[src/rtl/core/csvs_pkg.sv]
// types and constants for the csv row/field splitter
// no dependencies
`timescale 1ns / 1ps

package csvs_pkg;

  localparam logic [7:0] CH_COMMA = 8'h2C;
  localparam logic [7:0] CH_CR    = 8'h0D;
  localparam logic [7:0] CH_LF    = 8'h0A;
  localparam logic [7:0] CH_QUOTE = 8'h22;

  typedef enum logic [1:0] {
    KIND_TEXT  = 2'd0,
    KIND_FIELD = 2'd1,
    KIND_ROW   = 2'd2
  } kind_t;

  // parser flags carried from one byte to the next
  typedef struct packed {
    logic in_quotes;
    logic field_is_empty;
    logic quote_pending;
    logic cr_pending;
  } parse_state_t;

  localparam parse_state_t PARSE_RESET = '{
    in_quotes: 1'b0, field_is_empty: 1'b1, quote_pending: 1'b0, cr_pending: 1'b0
  };

  typedef struct packed {
    kind_t      kind;
    logic [7:0] text_byte;
    logic       last;
  } result_t;

  // everything one input transaction produces
  typedef struct packed {
    logic [1:0]   num_results;
    result_t      res0;
    result_t      res1;
    parse_state_t next_state;
  } decode_t;

endpackage

[src/rtl/core/csvs_decode.sv]
// combinational byte decoder: flags + one input byte -> up to two results
// depends on csvs_pkg
`timescale 1ns / 1ps

module csvs_decode (
  input  csvs_pkg::parse_state_t state,
  input  logic [7:0]             in_byte,
  input  logic                   end_of_input,
  output csvs_pkg::decode_t      dec
);
  import csvs_pkg::*;

  parse_state_t ns;
  result_t      r0;
  result_t      r1;
  logic [1:0]   n;
  logic         done;
  logic         em_valid [2];
  result_t      em       [2];

  always_comb begin
    ns          = state;
    done        = 1'b0;
    em_valid[0] = 1'b0;
    em_valid[1] = 1'b0;
    em[0]       = '{kind: KIND_TEXT, text_byte: 8'h00, last: 1'b0};
    em[1]       = '{kind: KIND_TEXT, text_byte: 8'h00, last: 1'b0};

    // resolve the one-byte lookahead first
    if (state.cr_pending) begin
      ns.cr_pending = 1'b0;
      if (!end_of_input && in_byte == CH_LF) begin
        em_valid[0] = 1'b1;
        em[0].kind  = KIND_ROW;
        ns          = PARSE_RESET;
        done        = 1'b1;
      end else begin
        em_valid[0]       = 1'b1;
        em[0].text_byte   = CH_CR;
        ns.field_is_empty = 1'b0;
      end
    end else if (state.quote_pending) begin
      ns.quote_pending = 1'b0;
      if (!end_of_input && in_byte == CH_QUOTE) begin
        em_valid[0]       = 1'b1;
        em[0].text_byte   = CH_QUOTE;
        ns.field_is_empty = 1'b0;
        done              = 1'b1;
      end else if (ns.in_quotes) begin
        ns.in_quotes = 1'b0;
      end else begin
        em_valid[0]       = 1'b1;
        em[0].text_byte   = CH_QUOTE;
        ns.field_is_empty = 1'b0;
      end
    end

    // the byte itself, in slot 1 after any flushed byte
    if (!done) begin
      priority if (end_of_input) begin
        em_valid[1] = 1'b1;
        em[1].kind  = KIND_ROW;
        ns          = PARSE_RESET;
      end else if (in_byte == CH_LF && !ns.in_quotes) begin
        em_valid[1] = 1'b1;
        em[1].kind  = KIND_ROW;
        ns          = PARSE_RESET;
      end else if (in_byte == CH_CR && !ns.in_quotes) begin
        ns.cr_pending = 1'b1;
      end else if (in_byte == CH_QUOTE && ns.field_is_empty && !ns.in_quotes) begin
        ns.in_quotes = 1'b1;
      end else if (in_byte == CH_QUOTE) begin
        ns.quote_pending = 1'b1;
      end else if (in_byte == CH_COMMA && !ns.in_quotes) begin
        em_valid[1]       = 1'b1;
        em[1].kind        = KIND_FIELD;
        ns.field_is_empty = 1'b1;
      end else begin
        em_valid[1]       = 1'b1;
        em[1].text_byte   = in_byte;
        ns.field_is_empty = 1'b0;
      end
    end

    // pack the emitted slots to the front and flag the final one
    n  = {1'b0, em_valid[0]} + {1'b0, em_valid[1]};
    r0 = em_valid[0] ? em[0] : em[1];
    r1 = em[1];
    if (n == 2'd2) begin
      r1.last = 1'b1;
    end else begin
      r0.last = 1'b1;
    end
  end

  assign dec = '{num_results: n, res0: r0, res1: r1, next_state: ns};

endmodule

[src/rtl/core/csv_row_field_splitter_unit.sv]
// top level of the csv row/field splitter: input handshake, parser flags,
// result queue; depends on csvs_pkg and csvs_decode
`timescale 1ns / 1ps

// csv row/field splitter. One csv byte (or an end-of-input mark) is taken per
// input transaction and turned into zero, one or two result transactions:
// field text bytes, field-end marks and row-end marks, with last set on the
// final result of each input. Quoting follows the usual csv rules: a quote at
// the start of an empty field opens quoting, a doubled quote is a literal
// quote, comma/LF/CRLF split only outside quotes, stray quotes and CRs stay
// text, and end of input always closes a row. The decode is a single short
// combinational pass from the input ports and four registered parser flags
// into a three-entry result queue, so an input byte is taken every cycle as
// long as the queue holds at most one result. Sustained rate is one input per
// cycle while out_ready stays high, for inputs that yield one result or none;
// for an input that yields two results the output port (one result per cycle)
// sets the rate then. Results reach the output port from the queue registers.
// in_ready does not depend on out_ready in the same cycle.
module csv_row_field_splitter_unit (
  input  logic       clk,
  input  logic       rst_n,
  // input channel
  input  logic       in_valid,
  output logic       in_ready,
  input  logic [7:0] in_byte,
  input  logic       in_end_of_input,
  // result channel
  output logic       out_valid,
  input  logic       out_ready,
  output logic [1:0] out_kind,
  output logic [7:0] out_text_byte,
  output logic       out_last
);
  import csvs_pkg::*;

  localparam int QDEPTH = 3;

  parse_state_t state_r;
  parse_state_t state_nxt;
  decode_t      dec;

  result_t      q_r   [QDEPTH];
  result_t      q_nxt [QDEPTH];
  logic [1:0]   cnt_r;
  logic [1:0]   cnt_nxt;
  logic [1:0]   base;

  logic         push;
  logic         pop;

  csvs_decode u_decode (
    .state        (state_r),
    .in_byte      (in_byte),
    .end_of_input (in_end_of_input),
    .dec          (dec)
  );

  // room for two results even if nothing drains this cycle
  assign in_ready  = (cnt_r <= 2'd1);
  assign push      = in_valid && in_ready;
  assign out_valid = (cnt_r != 2'd0);
  assign pop       = out_valid && out_ready;

  assign out_kind      = q_r[0].kind;
  assign out_text_byte = q_r[0].text_byte;
  assign out_last      = q_r[0].last;

  // parser flags only move on an accepted transaction
  assign state_nxt = push ? dec.next_state : state_r;

  // queue: head at entry 0, shift on pop, append behind the survivors
  always_comb begin
    base    = cnt_r - {1'b0, pop};
    cnt_nxt = base + (push ? dec.num_results : 2'd0);
    for (int i = 0; i < QDEPTH; i++) begin
      if (pop && i < QDEPTH - 1) begin
        q_nxt[i] = q_r[i + 1];
      end else begin
        q_nxt[i] = q_r[i];
      end
      if (push && dec.num_results != 2'd0 && base == 2'(i)) begin
        q_nxt[i] = dec.res0;
      end
      if (push && dec.num_results == 2'd2 && base + 2'd1 == 2'(i)) begin
        q_nxt[i] = dec.res1;
      end
    end
  end

  always_ff @(posedge clk) begin
    if (!rst_n) begin
      state_r <= PARSE_RESET;
      cnt_r   <= 2'd0;
    end else begin
      state_r <= state_nxt;
      cnt_r   <= cnt_nxt;
    end
  end

  // payload entries need no reset, the count guards them
  always_ff @(posedge clk) begin
    for (int i = 0; i < QDEPTH; i++) begin
      q_r[i] <= q_nxt[i];
    end
  end

endmodule

[config.mk]
export PLATFORM = sky130hd
export DESIGN_NAME = csv_row_field_splitter_unit
export DESIGN_NICKNAME = d
export VERILOG_FILES = /design/src/rtl/core/csvs_pkg.sv /design/src/rtl/core/csvs_decode.sv /design/src/rtl/core/csv_row_field_splitter_unit.sv
export SDC_FILE = /design/constraint.sdc
export NUM_CORES = 1
export LEC_CHECK = 0
export BUFFER_PORTS_ARGS = -buffer_cell sky130_fd_sc_hd__buf_4
export CAP_MARGIN = 20
export CORE_UTILIZATION = 39
export CTS_CLUSTER_DIAMETER = 120
export DETAILED_ROUTE_END_ITERATION = 6
export MAX_ROUTING_LAYER = met4
export PLACE_DENSITY = 0.63
export SLEW_MARGIN = 20
export SYNTH_ARGS = -nofsm -noshare
export SYNTH_HDL_FRONTEND = slang
export SYNTH_SLANG_ARGS = --single-unit
[constraint.sdc]
create_clock -name clk -period 5.45 [get_ports clk]
set_input_delay 1.09 -clock clk [delete_from_list [all_inputs] [get_ports clk]]
set_output_delay 1.09 -clock clk [all_outputs]
set_load 0.05 [all_outputs]
==> flow_summary.yaml, run 1 <==
clock_network:
  cts_hold_buf: 0
  clk_latency_ps: 300
  post-cts-setup-buffers: 0
  clkSlewWorstSetupHoldPaths_ps: 80
  clock_path_buffers: 2
  clock_sinks: 39
  numCtsBuffers: 5
  cts_resized: 0
  cts_tree: "built"
  htree_levels: 2
  root_buffer: "clkbuf_8"
setup_path:
  crit_arrival_ps: 4440
  cp_max_fo: 11
  crit_chain: "buf_4 -> or4_1 -> o31a_2 -> nor2_2 -> a31oi_2 -> ha_1 -> nor4b_1 -> and2_1 -> nor2_1 -> nand2_1"
  critical-path-top-delay-family: "simple AND/OR/NAND/NOR gates"
  start_kind: "input port"
  critical_path_required_ps: 5410
  cp.depth: 10
  slowest_stage: "or4_1"
  cp-end-kind: "flip-flop"
  worst-r2r-cell-count: 9
  crit_buf_inv: 1
  cp_slowest_stage_delay_ps: 750
  crit_type: "input port to flip-flop"
logic_synthesis:
  synth_top_cell_area_share_pct: 42.7
  yosysUniqueCellTypes: 52
  synth_common_cells: "33 x edfxtp_1, 33 x nand2_1, 20 x o21ai_0, 14 x a21oi_1, 13 x nor2_1"
  yosysTopAreaCell: "edfxtp_1"
  syn_nets: 251
  syn_area_um2: 2320
  ys_warn_count: 0
  synth_edf_count: 33
  synthTopCellsByArea: "edfxtp_1 43%, nand2_1 5.3%, dfxtp_1 5.2%, o21ai_0 4.3%, buf_4 3.2%"
  syn_avg_cell_area_um2: 9.96
  synth-async-reset-ratio_pct: 0
  syn_inst: 233
  ys.flop_type: "edfxtp_1"
  ys_ff_latch: 39
  seq_area_frac_synth_pct: 47.9
global_routing:
  grt_max_degree: 14
  grt_use_total_pct: 18.7
  grt_pass1_wl_mm: 8.71
  overflow: 0
  grt_pass1_vias: 1743
  antenna_found_initial: 0
timing:
  fin_tns_setup_ps: 0
  fin_ws_ps: 964
  finalCriticalPeriod_ps: 4490
  finClkSkew_ps: 5.75
  slew_violations: 0
  relSlewSlack_pct: 51.3
  setup_viol: 0
  fmax_mhz: 223
  worstMarginPinSlew_ps: 727
  rsz0062_at_grt: "false"
  finalCritPeriodShare_pct: 82.3
  timing.final.hold_violations: 0
floorplan:
  die_width_um: 79.1
  start_util_pct: 41.4
  io_pins: 26
  rows: 27
  die_area_um2: 6260
  fp.dieH_um: 79.1
  core_area_um2: 5610
cells_and_area:
  multi_input_area_um2: 1070
  antennaDiodeCount: 0
  fin_nets: 270
  layout-drive-gt1-share_pct: 19.4
  syn_to_final_growth_pct: 12.1
  layoutNonFillerInstCount: 325
  final_util_pct: 46.4
  fillers: 558
  seqCellArea_um2: 1110
drt:
  routed-wl-met2_mm: 2.48
  wl_met3_um: 333
  drc: 0
  vias: 1842
  highest_layer: "met4"
  dr.pass1.iters: 5
  vias_per_cell: 5.67
  wl_per_cell_um: 16.0
  drtIter0Drc: 161
  routed_wl_mm: 5.19
  wl_met1_mm: 2.31
  ant_nets: 0
outcome:
  status: "finished clean"
placement:
  dpl.hpwl_mm: 3.96
  routabilityCongestion: 0.853
  port_buffers: 25
  place_ws_ps: 708
  dp.cells: 317
power_and_ir_drop:
  report.power.total_uw: 1260
  power.density_nw_per_um2: 483
  ir_drop_mv: 0.308
  leakage_uw: 0.000927
flow_run:
  maxCapViolCount: 0
min_path:
  hold_class: "flip-flop to flip-flop"
  hold_path_depth: 2
[stage by stage]
step / hold slack, ps / cell area [um^2]
6_report: 537 / 2600
5_1_grt: 564 / 2600
4_1_cts: 542 / 2600
3_5_place_dp: 523 / 2510
3_3_place_gp: 508 / 2510
2_1_floorplan: 496 / 2320
[state kept, by name, summed over array words and instances, names as in the netlist]
signal and flops:
cnt_r 2, q_r 33, state_r 4
[per-layer routing]
layer	up-vias	track usage [%]
met5	-	-
met3	8	3.91
li1	909	-
met2	76	29.2
met4	0	5.27
met1	849	24.6
[power breakdown]
part	leakage, uW	switching (uW)	total, uW	internal, uW
clock	0.0000402	110	199	89.1
sequential	0.000355	25.4	484	459
combinational	0.000531	409	573	164
[path summary, 6_finish.rpt]
path	startpoint	to	slack, ps
setup / recovery	in_byte[4]	q_r[0][6]	960
hold / removal	q_r[0][19]	q_r[0][8]	540
setup reg to reg	state_r[1]	q_r[0][6]	1800
hold reg to reg	q_r[0][19]	q_r[0][8]	540
[tightest hold or removal path, stage by stage (launching register included)]
cell	delay (ps)
edfxtp_1	330
nand2_1	40
o21ai_0	60
[cell type report]
class	count	share of cell area (%)
Tap cell	72	3.46
Timing Repair Buffer	27	7.80
Clock buffer	5	2.65
Inverter	10	1.44
Sequential cell	39	42.7
Multi-Input combinational cell	169	41.1
Clock inverter	3	0.770
[cells in the final DEF, fill, tap and decap left out, types with 5 or more instances in the layout]
cell,instances
dfxtp_1,6
nor2_1,13
nand3_1,8
nand2_1,33
buf_4,27
and2_1,7
inv_1,10
a21oi_1,14
ha_1,5
edfxtp_1,33
clkbuf_8,5
o22ai_1,8
o211ai_1,5
o21ai_0,20
[cell families (layout without fill, tap and decap cells)]
| family | after synthesis | after routing | share of synthesized area (%) |
|---|---|---|---|
| AOI/OAI and AO/OA | 73 | 73 | 22.5 |
| adders and majority gates | 5 | 5 | 2.70 |
| DFF | 39 | 39 | 47.9 |
| muxes | 1 | 1 | 0.432 |
| buffers and inverters | 25 | 45 | 5.99 |
| and+or+nand+nor | 88 | 88 | 19.7 |
| xor gates and xnor gates | 2 | 2 | 0.755 |
(Power assumes the default switching activity.)
==> inputs of run 2 (changes only) <==
==> constraint.sdc (replaced) <==
create_clock -name clk -period 4.4 [get_ports clk]
set_input_delay 0.88 -clock clk [delete_from_list [all_inputs] [get_ports clk]]
set_output_delay 0.88 -clock clk [all_outputs]
set_load 0.05 [all_outputs]
==> flow_summary.yaml, run 2 (synthesized netlist as in run 1, its figures left out) <==
drt:
  wl_met3_um: 307
  routed_wl_mm: 4.87
  vias: 1825
  wl_met1_mm: 2.19
  wl_per_cell_um: 14.6
  dr.pass1.iters: 4
  vias_per_cell: 5.46
  highest_layer: "met4"
  routed-wl-met2_mm: 2.34
  ant_nets: 0
  drc: 0
  drtIter0Drc: 117
timing:
  relSlewSlack_pct: 59.7
  fmax_mhz: 260
  slew_violations: 0
  finClkSkew_ps: 4.61
  setup_viol: 0
  fin_tns_setup_ps: 0
  finalCriticalPeriod_ps: 3850
  fin_ws_ps: 552
  timing.final.hold_violations: 0
  finalCritPeriodShare_pct: 87.4
  worstMarginPinSlew_ps: 601
  rsz0062_at_grt: "false"
clock_network:
  htree_levels: 2
  cts_hold_buf: 0
  cts_tree: "built"
  clk_latency_ps: 290
  cts_resized: 0
  clkSlewWorstSetupHoldPaths_ps: 80
  numCtsBuffers: 5
  root_buffer: "clkbuf_8"
  clock_sinks: 39
  post-cts-setup-buffers: 0
  clock_path_buffers: 2
setup_path:
  cp-end-kind: "flip-flop"
  r2r-end: "q_r[0][6]"
  critical_path_required_ps: 4430
  r2r_start: "state_r[1]"
  cp_common_cell: "buf_4"
  worst-r2r-setup-slack_ps: 1080
  crit_chain: "buf_4 -> or4_1 -> o31ai_4 -> o2111ai_2 -> a31oi_2 -> ha_1 -> nor4b_1 -> buf_4 -> and2_1 -> buf_4 -> a21oi_2 -> o211ai_1"
  crit_buf_inv: 3
  cp_max_fo: 9
  start_kind: "input port"
  cp_slowest_stage_delay_ps: 750
  crit_type: "input port to flip-flop"
  crit_arrival_ps: 3880
  slowest_stage: "or4_1"
  critical-path-top-delay-family: "compound AO/OA/AOI/OAI gates"
  worst-r2r-cell-count: 11
global_routing:
  grt_pass1_vias: 1698
  grt_pass1_wl_mm: 8.28
  grt_max_degree: 14
  grt_use_total_pct: 17.8
  overflow: 0
  antenna_found_initial: 0
placement:
  dp.cells: 326
  place_ws_ps: 251
  dpl.hpwl_mm: 3.83
  port_buffers: 25
  routabilityCongestion: 0.878
min_path:
  hold_class: "flip-flop to flip-flop"
  hold_path_depth: 2
  min_from: "q_r[0][19]"
  hold_end: "q_r[0][8]"
power_and_ir_drop:
  leakage_uw: 0.000992
  power.density_nw_per_um2: 614
  report.power.total_uw: 1660
  ir_drop_mv: 0.354
floorplan:
  rows: 27
  fp.dieH_um: 79.1
  die_width_um: 79.1
  io_pins: 26
  core_area_um2: 5610
  start_util_pct: 41.4
  die_area_um2: 6260
cells_and_area:
  syn_to_final_growth_pct: 16.6
  antennaDiodeCount: 0
  reg_top3: "q_r x33, state_r x4, cnt_r x2"
  largest_register_ff_count: 33
  layoutNonFillerInstCount: 334
  layout_commonest_cell: "buf_4"
  fillers: 546
  fin_nets: 279
  final_util_pct: 48.2
  layout-drive-gt1-share_pct: 22.1
  mostFrequentLayoutCells: "35 x buf_4, 33 x nand2_1, 33 x edfxtp_1"
  top_register: "q_r"
outcome:
  status: "finished clean"
flow_run:
  maxCapViolCount: 0
-- run 2: changes by cell type in the layout (fill, tap and decap cells not counted), sizes merged --
cell and delta:
clkinv +1, buf +9, bufinv +1, clkinvlp -2
-- run 2: worst max path at each step --
stage	from	end	slack, ps	cells after the start
global route	in_byte[4]	q_r[0][6]	330	12
CTS	in_byte[4]	q_r[0][6]	550	12
finish	in_byte[4]	q_r[0][6]	550	12
floorplan	in_byte[4]	q_r[0][0]	520	10
detailed placement	in_byte[4]	q_r[0][6]	250	12
global placement	in_byte[4]	q_r[0][12]	320	13
-- run 2: worst reg2reg max path: stages, from the launching register on --
cell       delay (ps)
dfxtp_1           460
or2b_2            350
a31oi_1           480
o2111ai_2         270
a31oi_2           260
ha_1              250
nor4b_1            70
buf_4             150
and2_1            160
buf_4             140
a21oi_2           310
o211ai_1          160
-- run 2: layout make-up --
cell class	instances	area [um^2]	area share, %
well taps	72	90.1	3.33
flip-flops and latches	39	1110	41.1
repair buffers	36	283	10.5
clock buffers	5	68.8	2.55
inverters	10	37.5	1.39
clock inverters	3	43.8	1.62
multi-input cells	169	1070	39.6
-- run 2: through the flow --
| step | area (um^2) | hold slack [ps] |
|---|---|---|
| detailed placement | 2590 | 508 |
| global placement | 2590 | 511 |
| CTS | 2700 | 527 |
| floorplan | 2320 | 496 |
| finish | 2700 | 531 |
| global route | 2700 | 563 |
-- run 2: metal layers --
layer / vias up / track usage, %
li1: 920 / -
met1: 839 / 22.1
met2: 62 / 28.7
met3: 4 / 4.25
met4: 0 / 5.27
met5: - / -
-- run 2: report_power, final --
part	switching [uW]	internal [uW]	leakage, uW
Combinational	504	262	0.000579
Clock	130	169	0.0000581
Sequential	28.9	566	0.000355
Total	663	997	0.000992
==> inputs of run 3 (changes only) <==
--- a/config.mk
+++ b/config.mk
@@ -7,11 +7,11 @@
 export LEC_CHECK = 0
 export BUFFER_PORTS_ARGS = -buffer_cell sky130_fd_sc_hd__buf_4
 export CAP_MARGIN = 20
-export CORE_UTILIZATION = 39
+export CORE_UTILIZATION = 58
 export CTS_CLUSTER_DIAMETER = 120
 export DETAILED_ROUTE_END_ITERATION = 6
 export MAX_ROUTING_LAYER = met4
-export PLACE_DENSITY = 0.63
+export PLACE_DENSITY = 0.85
 export SLEW_MARGIN = 20
 export SYNTH_ARGS = -nofsm -noshare
 export SYNTH_HDL_FRONTEND = slang
==> flow_summary.yaml, run 3 (synthesized netlist as in run 1, its figures left out) <==
clock_network:
  htree_levels: 2
  post-cts-setup-buffers: 0
  root_buffer: "clkbuf_8"
  cts_hold_buf: 0
  clock_path_buffers: 2
  cts_tree: "built"
  clkSlewWorstSetupHoldPaths_ps: 70
  clock_sinks: 39
  numCtsBuffers: 5
  clk_latency_ps: 280
  cts_resized: 0
timing:
  rsz0062_at_grt: "false"
  fin_tns_setup_ps: 0
  fin_ws_ps: 255
  finClkSkew_ps: 2.87
  timing.final.hold_violations: 0
  fmax_mhz: 241
  slew_violations: 0
  worstMarginPinSlew_ps: 583
  setup_viol: 0
  finalCritPeriodShare_pct: 94.2
  relSlewSlack_pct: 60.8
  finalCriticalPeriod_ps: 4150
setup_path:
  critical_path_required_ps: 4390
  worst-r2r-cell-count: 11
  crit_arrival_ps: 4130
  crit_type: "input port to flip-flop"
  cp_max_fo: 11
  worst-r2r-setup-slack_ps: 940
  start_kind: "input port"
  r2r-end: "q_r[0][20]"
  r2r_start: "state_r[1]"
  cp-end-kind: "flip-flop"
power_and_ir_drop:
  leakage_uw: 0.000960
  power.density_nw_per_um2: 604
  ir_drop_mv: 0.230
global_routing:
  grt_pass1_wl_mm: 8.45
  grt_pass1_vias: 1798
  grt_use_total_pct: 27.2
  grt_max_degree: 12
  antenna_found_initial: 0
  overflow: 0
min_path:
  min_from: "q_r[0][30]"
  hold_path_depth: 2
  hold_end: "q_r[0][19]"
  hold_class: "flip-flop to flip-flop"
placement:
  place_ws_ps: 93.9
  dp.cells: 300
  port_buffers: 25
  routabilityCongestion: 0.939
  dpl.hpwl_mm: 3.98
cells_and_area:
  fin_nets: 277
  reg_top3: "q_r x33, state_r x4, cnt_r x2"
  largest_register_ff_count: 33
  layout_commonest_cell: "buf_4"
  antennaDiodeCount: 0
  layout-drive-gt1-share_pct: 20.4
  mostFrequentLayoutCells: "34 x buf_4, 33 x nand2_1, 33 x edfxtp_1"
  layoutNonFillerInstCount: 308
  fillers: 298
  syn_to_final_growth_pct: 12.7
  top_register: "q_r"
drt:
  drtIter0Drc: 208
  vias_per_cell: 6.31
  wl_per_cell_um: 17.1
  routed_wl_mm: 5.26
  ant_nets: 0
  drc: 0
  vias: 1942
  dr.pass1.iters: 6
floorplan:
  die_area_um2: 4260
  die_width_um: 65.2
  rows: 22
  fp.dieH_um: 65.2
  core_area_um2: 3740
  start_util_pct: 62.0
  io_pins: 26
flow_run:
  maxCapViolCount: 0
outcome:
  status: "finished clean"
[run 3: cell count changes in the layout (fill, tap and decap cells not counted)]
cell,before,now
clkinv_4,1,0
buf_4,35,34
clkinv_1,0,2
buf_12,1,0
clkbuf_1,0,1
bufinv_16,1,0
clkinv_2,1,0
[run 3: cell type report]
type                    instances  area [um^2]  share of cell area [%]
inverters                      10         37.5                    1.44
clock inverters                 2         7.51                   0.287
repair buffers                 34          255                    9.77
well taps                      48         60.1                    2.30
flip-flops and latches         39         1110                    42.5
clock buffers                   6         72.6                    2.78
multi-input cells             169         1070                    40.9
[run 3: layer usage]
layer  wire, um  up-vias  GRT usage [%]
li1           -      920              -
met3        382       16           5.90
met2       2540      104           43.0
met4        114        0           10.6
met5          0        -              -
met1       2220      902           34.2
[run 3: worst max-delay path by stage]
stage,start,to,cells past startpoint
6_report,in_byte[4],q_r[0][20],12
5_1_grt,in_byte[4],q_r[0][20],12
4_1_cts,in_byte[4],q_r[0][20],12
3_5_place_dp,in_byte[4],q_r[0][20],12
3_3_place_gp,in_byte[4],q_r[0][18],12
2_1_floorplan,in_byte[4],q_r[0][0],10
[run 3: critical path, stage by stage]
cell and delay, ps:
buf_4 130, or4_1 740, o31a_2 490, nor2_2 220, a31oi_2 70, inv_1 100, ha_1 240, nand2b_1 130
nor3_1 510, nor2_1 270, nand2_1 120, buf_4 200
[run 3: stage by stage]
stage          power (uW)  area [um^2]  util [%]  hold slack [ps]
3_3_place_gp         1320         2530      67.7              506
4_1_cts              1580         2610      69.8              534
6_report             1580         2610      69.8              526
3_5_place_dp         1350         2530      67.7              520
2_1_floorplan        1180         2320         -              496
5_1_grt              1660         2610      69.8              555
[run 3: power by group]
| part | internal (uW) | switching, uW | total [uW] |
|---|---|---|---|
| registers | 567 | 31.8 | 599 |
| logic | 236 | 519 | 755 |
| clock network | 108 | 116 | 224 |
